## src/hw/rtl/mkd_pkg.sv

```systemverilog
// Morse keying decoder package: payload structs, constants, lookup tables.
// No dependencies.
package mkd_pkg;

    localparam int MaxElements = 8;
    localparam int TimeWidth   = 32;

    localparam logic [7:0] ChStar  = 8'd42;
    localparam logic [7:0] ChSpace = 8'd32;
    localparam logic [7:0] ChLbr   = 8'd91;
    localparam logic [7:0] ChRbr   = 8'd93;

    localparam logic [7:0] CodeAr    = 8'h2A;
    localparam logic [7:0] CodeVa    = 8'h45;
    localparam logic [7:0] CodeBt    = 8'h31;
    localparam logic [7:0] CodeToJp  = 8'h67;
    localparam logic [7:0] CodeToEn  = 8'h22;
    localparam logic [7:0] CodeOpen  = 8'h6D;
    localparam logic [7:0] CodeClose = 8'h52;

    typedef struct packed {
        logic        key_level;
        logic [31:0] sample_time_ms;
    } in_item_t;

    typedef struct packed {
        logic [7:0] char_code;
        logic       last_of_run;
    } out_item_t;

    // one decoded request from front to back
    typedef struct packed {
        logic       do_char;
        logic [7:0] code;
        logic       do_space;
    } cmd_t;

    function automatic logic [7:0] en_lookup(input logic [7:0] c);
        logic [7:0] r;
        case (c)
            8'h05: r = 8'd65;  8'h18: r = 8'd66;  8'h1A: r = 8'd67;  8'h0C: r = 8'd68;
            8'h02: r = 8'd69;  8'h12: r = 8'd70;  8'h0E: r = 8'd71;  8'h10: r = 8'd72;
            8'h04: r = 8'd73;  8'h17: r = 8'd74;  8'h0D: r = 8'd75;  8'h14: r = 8'd76;
            8'h07: r = 8'd77;  8'h06: r = 8'd78;  8'h0F: r = 8'd79;  8'h16: r = 8'd80;
            8'h1D: r = 8'd81;  8'h0A: r = 8'd82;  8'h08: r = 8'd83;  8'h03: r = 8'd84;
            8'h09: r = 8'd85;  8'h11: r = 8'd86;  8'h0B: r = 8'd87;  8'h19: r = 8'd88;
            8'h1B: r = 8'd89;  8'h1C: r = 8'd90;
            8'h2F: r = 8'd49;  8'h27: r = 8'd50;  8'h23: r = 8'd51;  8'h21: r = 8'd52;
            8'h20: r = 8'd53;  8'h30: r = 8'd54;  8'h38: r = 8'd55;  8'h3C: r = 8'd56;
            8'h3E: r = 8'd57;  8'h3F: r = 8'd48;  8'h32: r = 8'd47;  8'h4C: r = 8'd63;
            8'h73: r = 8'd44;  8'h55: r = 8'd46;  8'h5A: r = 8'd64;  8'h36: r = 8'd40;
            8'h6D: r = 8'd41;
            default: r = ChStar;
        endcase
        return r;
    endfunction

    function automatic logic [7:0] jp_lookup(input logic [7:0] c);
        logic [7:0] r;
        case (c)
            8'h17: r = 8'd166; 8'h2D: r = 8'd176; 8'h3B: r = 8'd177; 8'h05: r = 8'd178;
            8'h09: r = 8'd179; 8'h37: r = 8'd180; 8'h28: r = 8'd181; 8'h14: r = 8'd182;
            8'h34: r = 8'd183; 8'h11: r = 8'd184; 8'h1B: r = 8'd185; 8'h1F: r = 8'd186;
            8'h35: r = 8'd187; 8'h3A: r = 8'd188; 8'h3D: r = 8'd189; 8'h2E: r = 8'd190;
            8'h1E: r = 8'd191; 8'h06: r = 8'd192; 8'h12: r = 8'd193; 8'h16: r = 8'd194;
            8'h2B: r = 8'd195; 8'h24: r = 8'd196; 8'h0A: r = 8'd197; 8'h1A: r = 8'd198;
            8'h10: r = 8'd199; 8'h1D: r = 8'd200; 8'h13: r = 8'd201; 8'h18: r = 8'd202;
            8'h39: r = 8'd203; 8'h1C: r = 8'd204; 8'h02: r = 8'd205; 8'h0C: r = 8'd206;
            8'h19: r = 8'd207; 8'h25: r = 8'd208; 8'h03: r = 8'd209; 8'h31: r = 8'd210;
            8'h32: r = 8'd211; 8'h0B: r = 8'd212; 8'h33: r = 8'd213; 8'h07: r = 8'd214;
            8'h08: r = 8'd215; 8'h0E: r = 8'd216; 8'h36: r = 8'd217; 8'h0F: r = 8'd218;
            8'h15: r = 8'd219; 8'h0D: r = 8'd220; 8'h2A: r = 8'd221; 8'h04: r = 8'd222;
            8'h26: r = 8'd223;
            8'h2F: r = 8'd49;  8'h27: r = 8'd50;  8'h23: r = 8'd51;  8'h21: r = 8'd52;
            8'h20: r = 8'd53;  8'h30: r = 8'd54;  8'h38: r = 8'd55;  8'h3C: r = 8'd56;
            8'h3E: r = 8'd57;  8'h3F: r = 8'd48;  8'h4C: r = 8'd63;  8'h55: r = 8'd46;
            8'h73: r = 8'd44;  8'h54: r = 8'd163;
            default: r = ChStar;
        endcase
        return r;
    endfunction

endpackage

```

## src/hw/rtl/morse_keying_decoder.sv

```systemverilog
// Morse keying decoder top level: front end, command queue, back end.
// Depends on mkd_pkg, mkd_front, mkd_queue, mkd_back.
//
//   channel | handshake             | payload
//   in      | in_valid / in_ready   | in_data  (mkd_pkg::in_item_t)
//   out     | out_valid / out_ready | out_data (mkd_pkg::out_item_t)
//   cfg     | cfg_we                | cfg_wdata (dot threshold, ms)
//
// One sample per cycle; the front end resolves it in the accept cycle.
// A sample that ends a character or word queues one request; the back end
// emits its 1..5 codes one per cycle while out_ready is high, from the head
// of a 2-deep queue; in_ready drops only while it is full. Reset: async, active low.
module morse_keying_decoder (
    input  logic               clk,
    input  logic               rst_n,
    input  logic               cfg_we,
    input  logic [14:0]        cfg_wdata,
    input  logic               in_valid,
    output logic               in_ready,
    input  mkd_pkg::in_item_t  in_data,
    output logic               out_valid,
    input  logic               out_ready,
    output mkd_pkg::out_item_t out_data
);

    logic          f_valid, f_ready, q_valid, q_ready;
    mkd_pkg::cmd_t f_cmd, q_cmd;

    mkd_front u_front (
        .clk, .rst_n, .cfg_we, .cfg_wdata, .in_valid, .in_ready, .in_data,
        .cmd_valid(f_valid), .cmd_ready(f_ready), .cmd(f_cmd)
    );

    mkd_queue u_queue (
        .clk, .rst_n,
        .wr_valid(f_valid), .wr_ready(f_ready), .wr_data(f_cmd),
        .rd_valid(q_valid), .rd_ready(q_ready), .rd_data(q_cmd)
    );

    mkd_back u_back (
        .clk, .rst_n,
        .cmd_valid(q_valid), .cmd_ready(q_ready), .cmd(q_cmd),
        .out_valid, .out_ready, .out_data
    );

endmodule

```

## src/hw/rtl/mkd_front.sv

```systemverilog
// Front end: key edge timing, element shifting, character/space detection.
// Depends on mkd_pkg.
module mkd_front (
    input  logic              clk,
    input  logic              rst_n,
    input  logic              cfg_we,
    input  logic [14:0]       cfg_wdata,
    input  logic              in_valid,
    output logic              in_ready,
    input  mkd_pkg::in_item_t in_data,
    output logic              cmd_valid,
    input  logic              cmd_ready,
    output mkd_pkg::cmd_t     cmd
);

    localparam int TW = mkd_pkg::TimeWidth;

    logic [14:0]   thr_reg;
    logic          prev_reg;
    logic [TW-1:0] down_start_reg;
    logic [TW-1:0] up_start_reg;
    logic [14:0]   dot_reg;
    logic [7:0]    code_reg;
    logic [3:0]    count_reg;
    logic          space_reg;
    logic [16:0]   dot3;
    logic [17:0]   dot7;

    logic [TW-1:0] now, down_len, up_len;
    logic          acc, is_dot;
    logic [3:0]    cnt_inc;
    logic          end_char, end_space;

    assign now       = in_data.sample_time_ms[TW-1:0];
    assign in_ready  = cmd_ready;
    assign acc       = in_valid && in_ready;
    assign down_len  = now - down_start_reg;
    assign up_len    = now - up_start_reg;
    assign is_dot    = down_len < TW'(thr_reg);
    assign cnt_inc   = count_reg + 4'd1;
    assign dot3      = 17'(dot_reg) * 17'd3;
    assign dot7      = 18'(dot_reg) * 18'd7;
    assign end_char  = in_data.key_level && prev_reg && (count_reg != 4'd0)
                       && (up_len > TW'(dot3));
    assign end_space = in_data.key_level && prev_reg && (space_reg || end_char)
                       && (up_len > TW'(dot7));

    assign cmd_valid     = acc && (end_char || end_space);
    assign cmd.do_char   = end_char;
    assign cmd.code      = code_reg;
    assign cmd.do_space  = end_space;

    always_ff @(posedge clk or negedge rst_n)
    begin
        if (!rst_n)
        begin
            thr_reg        <= 15'd100;
            prev_reg       <= 1'b1;
            down_start_reg <= '0;
            up_start_reg   <= '0;
            dot_reg        <= 15'd100;
            code_reg       <= 8'd1;
            count_reg      <= '0;
            space_reg      <= 1'b0;
        end
        else
        begin
            if (cfg_we)
                thr_reg <= cfg_wdata;
            if (acc)
            begin
                prev_reg <= in_data.key_level;
                if (in_data.key_level && !prev_reg)
                begin
                    up_start_reg <= now;
                    if (is_dot)
                        dot_reg <= down_len[14:0];
                    if (cnt_inc > 4'(mkd_pkg::MaxElements))
                    begin
                        code_reg  <= 8'd1;
                        count_reg <= '0;
                    end
                    else
                    begin
                        code_reg  <= {code_reg[6:0], !is_dot};
                        count_reg <= cnt_inc;
                    end
                end
                if (!in_data.key_level && prev_reg)
                    down_start_reg <= now;
                if (end_char)
                begin
                    code_reg  <= 8'd1;
                    count_reg <= '0;
                end
                if (end_space)
                    space_reg <= 1'b0;
                else if (end_char)
                    space_reg <= 1'b1;
            end
        end
    end

endmodule

```

## src/hw/rtl/mkd_queue.sv

```systemverilog
// Two-entry command queue between front and back end.
// Depends on mkd_pkg.
module mkd_queue (
    input  logic          clk,
    input  logic          rst_n,
    input  logic          wr_valid,
    output logic          wr_ready,
    input  mkd_pkg::cmd_t wr_data,
    output logic          rd_valid,
    input  logic          rd_ready,
    output mkd_pkg::cmd_t rd_data
);

    mkd_pkg::cmd_t mem_reg [2];
    logic          wp_reg, rp_reg;
    logic [1:0]    cnt_reg;
    logic          wr, rd;

    assign wr_ready = cnt_reg != 2'd2;
    assign rd_valid = cnt_reg != 2'd0;
    assign rd_data  = mem_reg[rp_reg];
    assign wr       = wr_valid && wr_ready;
    assign rd       = rd_valid && rd_ready;

    always_ff @(posedge clk)
    begin
        if (wr)
            mem_reg[wp_reg] <= wr_data;
    end

    always_ff @(posedge clk or negedge rst_n)
    begin
        if (!rst_n)
        begin
            wp_reg  <= 1'b0;
            rp_reg  <= 1'b0;
            cnt_reg <= '0;
        end
        else
        begin
            if (wr)
                wp_reg <= !wp_reg;
            if (rd)
                rp_reg <= !rp_reg;
            cnt_reg <= cnt_reg + 2'(wr) - 2'(rd);
        end
    end

endmodule

```

## src/hw/rtl/mkd_back.sv

```systemverilog
// Back end: table lookup, mode switching, emits character codes one per cycle while out_ready is high.
// Depends on mkd_pkg.
module mkd_back (
    input  logic               clk,
    input  logic               rst_n,
    input  logic               cmd_valid,
    output logic               cmd_ready,
    input  mkd_pkg::cmd_t      cmd,
    output logic               out_valid,
    input  logic               out_ready,
    output mkd_pkg::out_item_t out_data
);

    logic       wabun_reg;
    logic [2:0] idx_reg;
    logic [2:0] len;
    logic [7:0] ch [5];
    logic       nxt_wabun;
    logic [7:0] single;
    logic       pro;
    logic [7:0] pa, pb;
    logic       last, fire;

    always_comb
    begin
        nxt_wabun = wabun_reg;
        pro       = 1'b0;
        pa        = '0;
        pb        = '0;
        single    = mkd_pkg::ChStar;
        if (!wabun_reg)
        begin
            unique case (cmd.code)
                mkd_pkg::CodeAr:   begin pro = 1'b1; pa = 8'd65; pb = 8'd82; end
                mkd_pkg::CodeVa:   begin pro = 1'b1; pa = 8'd86; pb = 8'd65; end
                mkd_pkg::CodeBt:   begin pro = 1'b1; pa = 8'd66; pb = 8'd84; end
                mkd_pkg::CodeToJp: begin nxt_wabun = 1'b1; single = 8'd60; end
                default:           single = mkd_pkg::en_lookup(cmd.code);
            endcase
        end
        else
        begin
            unique case (cmd.code)
                mkd_pkg::CodeToEn:  begin nxt_wabun = 1'b0; single = 8'd62; end
                mkd_pkg::CodeOpen:  begin nxt_wabun = 1'b0; single = 8'd40; end
                mkd_pkg::CodeClose: begin nxt_wabun = 1'b1; single = 8'd41; end
                default:            single = mkd_pkg::jp_lookup(cmd.code);
            endcase
        end
        for (int i = 0; i < 5; i++)
            ch[i] = mkd_pkg::ChSpace;
        if (cmd.do_char)
        begin
            if (pro)
            begin
                ch[0] = mkd_pkg::ChLbr; ch[1] = pa; ch[2] = pb; ch[3] = mkd_pkg::ChRbr;
            end
            else
                ch[0] = single;
        end
        len = 3'(cmd.do_space) + (cmd.do_char ? (pro ? 3'd4 : 3'd1) : 3'd0);
    end

    assign last      = (idx_reg + 3'd1) == len;
    assign out_valid = cmd_valid;
    assign out_data.char_code   = ch[idx_reg];
    assign out_data.last_of_run = last;
    assign fire      = out_valid && out_ready;
    assign cmd_ready = fire && last;

    always_ff @(posedge clk or negedge rst_n)
    begin
        if (!rst_n)
        begin
            wabun_reg <= 1'b1;
            idx_reg   <= '0;
        end
        else if (fire)
        begin
            if (last)
            begin
                idx_reg <= '0;
                if (cmd.do_char)
                    wabun_reg <= nxt_wabun;
            end
            else
                idx_reg <= idx_reg + 3'd1;
        end
    end

endmodule

```

## config.mk

```make
export PLATFORM = sky130hd
export DESIGN_NAME = morse_keying_decoder
export DESIGN_NICKNAME = d
export VERILOG_FILES = /design/src/hw/rtl/mkd_pkg.sv /design/src/hw/rtl/morse_keying_decoder.sv /design/src/hw/rtl/mkd_front.sv /design/src/hw/rtl/mkd_queue.sv /design/src/hw/rtl/mkd_back.sv
export SDC_FILE = /design/constraint.sdc
export NUM_CORES = 1
export LEC_CHECK = 0
export BUFFER_PORTS_ARGS = -buffer_cell sky130_fd_sc_hd__buf_4
export CORE_AREA = 8 8 208 210
export DETAILED_ROUTE_END_ITERATION = 6
export DIE_AREA = 0 0 216 218
export PLACE_DENSITY_LB_ADDON = 0.25
export SLEW_MARGIN = 10
export SYNTH_ARGS = -nofsm -noshare
export SYNTH_HDL_FRONTEND = slang
export SYNTH_SLANG_ARGS = --single-unit
export TNS_END_PERCENT = 100
```

## constraint.sdc

```tcl
create_clock -name clk -period 5.35 [get_ports clk]
set_input_delay 0.535 -clock clk [delete_from_list [all_inputs] [get_ports clk]]
set_output_delay 0.535 -clock clk [all_outputs]
set_load 0.05 [all_outputs]
```

# After elaboration in Yosys (flattened, before gate mapping)
# Memory sizes are Yosys's and may differ from the RTL's.
# Cells that the tools add are included.
[totals]
regBits = 116
ramBits = 20
romBits = 1920
input_bits = 53
output_inout_bits = 11
wordCells = 105
n_memories = 3
[memory_table]
columns = ["name", "depth", "width", "rd", "rd_ports_with_merged_regs", "wr", "line_no", "text"]
rows = [
  ["(name not given)", 128, 8, 1, 0, 0, "mkd_pkg.sv:60", "case (c)"],
  ["(name not given)", 128, 7, 1, 0, 0, "mkd_pkg.sv:40", "case (c)"],
  ["u_queue.mem_reg", 2, 10, 1, 0, 1, "mkd_queue.sv:14", "mkd_pkg::cmd_t mem_reg [2];"],
]
[op_classes]
n_addsub = 7
multipliers = 2
magnitude_cmp = 5
n_eq_ne = 9
muxes = 33
n_bitwise = 1
n_reduce_logical = 32
[op_table]
columns = ["op", "count"]
rows = [
  ["8-bit two-way mux", 11],
  ["32-bit subtractor", 2],
  ["7-bit one-hot mux with 3 select lines", 2],
  ["8-bit by 7-bit == test with 1-bit output, second input constant", 4],
  ["32-bit by 17-bit greater-than comparator with 1-bit output", 1],
  ["32-bit by 18-bit greater-than comparator with 1-bit output", 1],
  ["32-bit by 15-bit less-than comparator with 1-bit output", 1],
  ["32-bit two-way mux", 1],
  ["8-bit binary-select mux with 3-bit select", 1],
  ["8-bit by 6-bit == test with 1-bit output, second input constant", 3],
  ["24-bit two-way mux", 1],
  ["8-bit one-hot mux with 3 select lines", 1],
  ["15-bit by 3-bit multiplier with 18-bit output, second input constant", 1],
  ["15-bit by 2-bit multiplier with 17-bit output, second input constant", 1],
  ["8-bit one-hot mux with 2 select lines", 1],
  ["1-bit logical AND", 13],
  ["4-bit two-way mux", 3],
  ["1-bit two-way mux", 9],
  ["3-bit two-way mux", 3],
  ["2-bit AND reduction", 4],
  ["3-bit AND reduction", 2],
  ["2-bit nonzero test", 3],
  ["1-bit logical NOT", 5],
  ["4-bit by 1-bit adder with 4-bit output, second input constant", 1],
  ["13 further kinds", 14],
]

# Depth between registers and ports, before layout
# An unclocked memory read counts as a cell.
[logic_depth]
depth_word = 12
ltp_mapped = 25
mapped_depth_nobuf = 25

# Hierarchy
# From an unflattened synthesis, not the netlist that was laid out.
[unflattened]
cells_unflattened = 1650
hier_area_um2 = 14161.1
[by_module_without_submodules]
columns = ["mod", "instances", "cells_each", "area_each_um2", "seq_area_each_um2"]
rows = [
  ["mkd_front", 1, 1228, 10827.9, 2712.6],
  ["mkd_back", 1, 369, 2381.0, 101.3],
  ["mkd_queue", 1, 53, 952.2, 700.7],
]

# Least setup slack after synthesis
# OpenSTA, ideal clock, no wires.
[synth_timing]
path_type = "in2reg"
start = "input port in_data[0] in the netlist's numbering"
end = "register u_front.dot_reg[10]"
setup_time_ps = 125
arrival_ps = 5007
setup_slack_ps = 218
path_stages = 22
n_path_buf = 1
cell_sequence = "inv_1 > ha_1 > inv_1 > fa_1 > a211oi_1 > o21ai_1 > a21oi_2 > o21a_1 > nand2_1 > a21oi_1 > xnor2_1 > ha_1 > a2111oi_0 > nand4_1 > a21oi_1 > o2111ai_1 > nor4b_1 > nand4b_1 > or4_4 > nor4_4 > buf_8 > mux2_4"
[synth_via]
elab_chain_len = 3
[synth_lines]
columns = ["element", "line_no", "text"]
rows = [
  ["start, declared", "morse_keying_decoder.sv:20", "input mkd_pkg::in_item_t in_data,"],
  ["32-bit subtractor", "mkd_front.sv:37", "assign down_len = now - down_start_reg;"],
  ["named net u_front.down_len[14]", "mkd_front.sv:29", "logic [TW-1:0] now, down_len, up_len;"],
  ["32-bit by 15-bit less-than comparator with 1-bit output", "mkd_front.sv:39", "assign is_dot = down_len < TW'(thr_reg);"],
  ["3-bit AND reduction (no line)", "-", ""],
  ["end signal, assigned", "mkd_front.sv:77", "dot_reg <= down_len[14:0];"],
  ["end, declared", "mkd_front.sv:22", "logic [14:0] dot_reg;"],
]
# The timed path passes the listed nets, and every way through them passes these cells.
# A chain may end at the register's enable or synchronous reset.

# Worst setup path in the final report
[layout_timing]
start = "register u_front.dot_reg[2]"
end = "register u_front.code_reg[2]"
[layout_via]
elab_chain_len = 5
[layout_lines]
columns = ["element", "line_no", "text"]
rows = [
  ["15-bit by 2-bit multiplier with 17-bit output *", "mkd_front.sv:41", "assign dot3 = 17'(dot_reg) * 17'd3;"],
  ["32-bit by 17-bit greater-than comparator with 1-bit output *", "mkd_front.sv:44", "&& (up_len > TW'(dot3));"],
  ["1-bit logical AND *", "mkd_front.sv:44", ""],
  ["2-bit nonzero test (no line)", "-", ""],
  ["2-bit AND reduction (no line)", "-", ""],
  ["end signal, assigned", "mkd_front.sv:85", "code_reg <= {code_reg[6:0], !is_dot};"],
  ["end, declared", "mkd_front.sv:23", "logic [7:0] code_reg;"],
]
# Every way passes the cells marked *; elsewhere a longest branch is shown, timed or not.

==> impl_metrics.toml <==
[setup_path]
r2r_setup_slack_ns = 0.32
r2r_end = "u_front.code_reg[2]"
crit_path_end_kind = "flip-flop"
required_ns = 5.71
path_max_fanout = 8
cp.arrival_ns = 5.39
cp-start-kind = "flip-flop"
r2r_cells = 23
crit_start = "u_front.dot_reg[2]"
timing.rr.start = "u_front.dot_reg[2]"
worstSetupPathType = "flip-flop to flip-flop"
endpoint = "u_front.code_reg[2]"

[timing]
worst_slew_pin_slew_ns = 0.844
hold-worst-slack_ns = 0.186
setup_violations = 0
slew_violations = 0
fin_crit_ns = 5.03
skew_ns = 0.00990
max-slew-margin-rel_pct = 43.7
hold_violations = 0
fmax_mhz = 199
finalCritPeriodShare_pct = 93.9

[place]
gp_congestion = 0.909
place_area_um2 = 15000
port_buffers = 63
dp_hpwl_um = 29800

[pwr]
intPower_mw = 4.66
seq_power_share_pct = 18.4
comb_power_share_pct = 67.0
p_clk_share_pct = 14.6
peakVddDrop_mv = 0.325
power_per_cell_area_nw_per_um2 = 555
p_leak_nw = 7.01
switching_power_mw = 4.15
sw_frac_of_total_pct = 47.1

[finish]
final_cell_mix = "ha_1 (152), nand2_1 (137), inv_1 (129)"
nets = 1907
antenna_cells = 0
synthToLayoutAreaGrowth_pct = 15.0
layout_commonest_cell = "ha_1"
drive_gt1_share_pct = 16.7
postLayoutCellArea_um2 = 15900
filler_cell_count = 4132

[logic_synthesis]
syn_nets = 1830
async_flop_share_pct = 85.3
synth_area_um2 = 13800
ys_ff_latch = 136
synth_flop_cell = "dfrtp_1"
avgSynthCellArea_um2 = 8.59
yosys_warnings = 0
synth-edff-count = 20
synthCells = 1606
synth_cell_types = 97
synth_seq_area_share_pct = 25.5

[global_route]
grt_usage_pct = 15.8
antenna_found_initial = 0
grt_pass1_wl_um = 62100
grt_start_max_net_pins = 60
overflow = 0
grt_pass1_vias = 12200

[floorplan]
die_x_um = 216
start_util_pct = 34.3
die_h_um = 218
num_rows = 74
die_area_um2 = 47100
io_pins = 64
core_um2 = 40200

[cts]
cts_tree = "built"
cts.sink_count = 136
cts_max_level = 4
cts-root-buf = "clkbuf_16"
numCtsBuffers = 17
cts.path.max_buffers = 2
insertion_delay_ns = 0.43
clkTransAtPathRegs_ns = 0.06

[routing]
post-route-drc-count = 0
routed_wirelength_um = 37700
ant_nets = 0
via_count = 12200
first_pass_iters = 7
routed_via_density = 5.50
wire_per_inst_um = 16.9
first_iter_violations = 519

[outcome]
status = "finished, final reports clean"

[hold_path]
hp-class = "input port to asynchronous set/reset pin"

[job]
drv_cap = 0
## cell usage after synthesis, types with 25 or more instances
library cell,n,area [µm²]
o21ai_0,100,500
o21a_1,25,188
nand3_1,39,195
ha_1,153,1910
a21o_1,38,285
a21oi_1,103,515
nor3_1,40,200
dfrtp_1,107,2680
clkbuf_1,32,120
inv_1,129,484
nand2_1,137,514
mux2_2,73,822
xnor2_1,48,420
nor2_1,115,432
## worst min path at each step
stage | start | endpoint | slack [ns] | depth (start not counted)
3_3_place_gp | u_front.down_start_reg[1] | u_front.down_start_reg[1] | 0.47 | 2
6_report | rst_n | u_front.thr_reg[3] | 0.19 | 1
3_5_place_dp | u_front.down_start_reg[1] | u_front.down_start_reg[1] | 0.48 | 2
5_1_grt | rst_n | u_front.thr_reg[4] | 0.25 | 1
2_1_floorplan | rst_n | u_back.idx_reg[0] | 0.24 | 0
4_1_cts | rst_n | u_front.up_start_reg[0] | 0.20 | 1
## logic make-up (layout without fill, tap and decap cells)
logic type / Yosys count / in the layout / share of synthesized area [%]
muxes: 95 / 95 / 7.91
AOI/OAI and AO/OA: 470 / 470 / 23.0
xor gates and xnor gates: 70 / 70 / 4.54
adders and majority gates: 171 / 171 / 16.5
buffers and inverters: 181 / 271 / 5.12
and+or+nand+nor: 483 / 483 / 17.5
DFF: 136 / 136 / 25.5
## power by group through the flow
stage	combinational (mW)	sequential, mW	clock (mW)
4_1_cts	5.83	1.62	1.31
2_1_floorplan	4.32	1.56	0
5_1_grt	6.60	1.67	1.35
3_3_place_gp	5.74	1.63	0
3_5_place_dp	5.80	1.64	0
6_report	5.90	1.62	1.28
## final cells by class
cell class / instances / area (µm²) / area share (%)
Clock buffer: 18 / 429 / 2.70
Clock inverter: 14 / 205 / 1.29
Inverter: 131 / 492 / 3.10
Multi-Input combinational cell: 1289 / 9710 / 61.2
Sequential cell: 136 / 3520 / 22.2
Tap cell: 532 / 666 / 4.19
Timing Repair Buffer: 108 / 847 / 5.34
## worst max-delay path, cell delays in order (launching register included)
cell       delay [ns]
dfstp_2          0.61
buf_4            0.14
ha_1             0.22
a21o_1           0.16
a21oi_1          0.25
o21bai_1         0.09
a21oi_1          0.22
o21bai_1         0.11
a21oi_2          0.21
o2111ai_1        0.23
a31o_2           0.30
a21oi_1          0.17
xnor2_1          0.10
ha_1             0.29
nand4_1          0.13
nor2_2           0.18
nand2_1          0.08
o32a_1           0.30
a2bb2oi_2        0.15
nand4b_1         0.23
buf_4            0.21
a21boi_4         0.21
buf_4            0.21
a22o_1           0.16
## through the flow
stage | util (%) | total power, mW | setup slack [ns] | instances | TNS, ns
finish | 39.5 | 8.80 | 0.325 | 2228 | 0
global route | 39.5 | 9.63 | -0.0180 | 2228 | -0.0517
CTS | 39.0 | 8.77 | 0.00760 | 2221 | 0
detailed placement | 37.4 | 7.44 | -0.178 | 2189 | -1.91
global placement | 37.4 | 7.37 | -0.118 | 2189 | -1.19
floorplan | - | 5.88 | 0.218 | 1606 | 0
## per-layer routing
layer	global-route usage [%]	wire length (µm)
met1	20.6	17700
met2	27.0	18000
met3	1.71	1130
met4	5.73	844
met5	0	0
## what timing repair did
action | CTS | global route
resized for setup | 0 | 37
buffers inserted | 0 | 6
endpoints found under the setup margin | 0 | 52
hold buffers | 0 | 0
(Power assumes the default switching activity.)
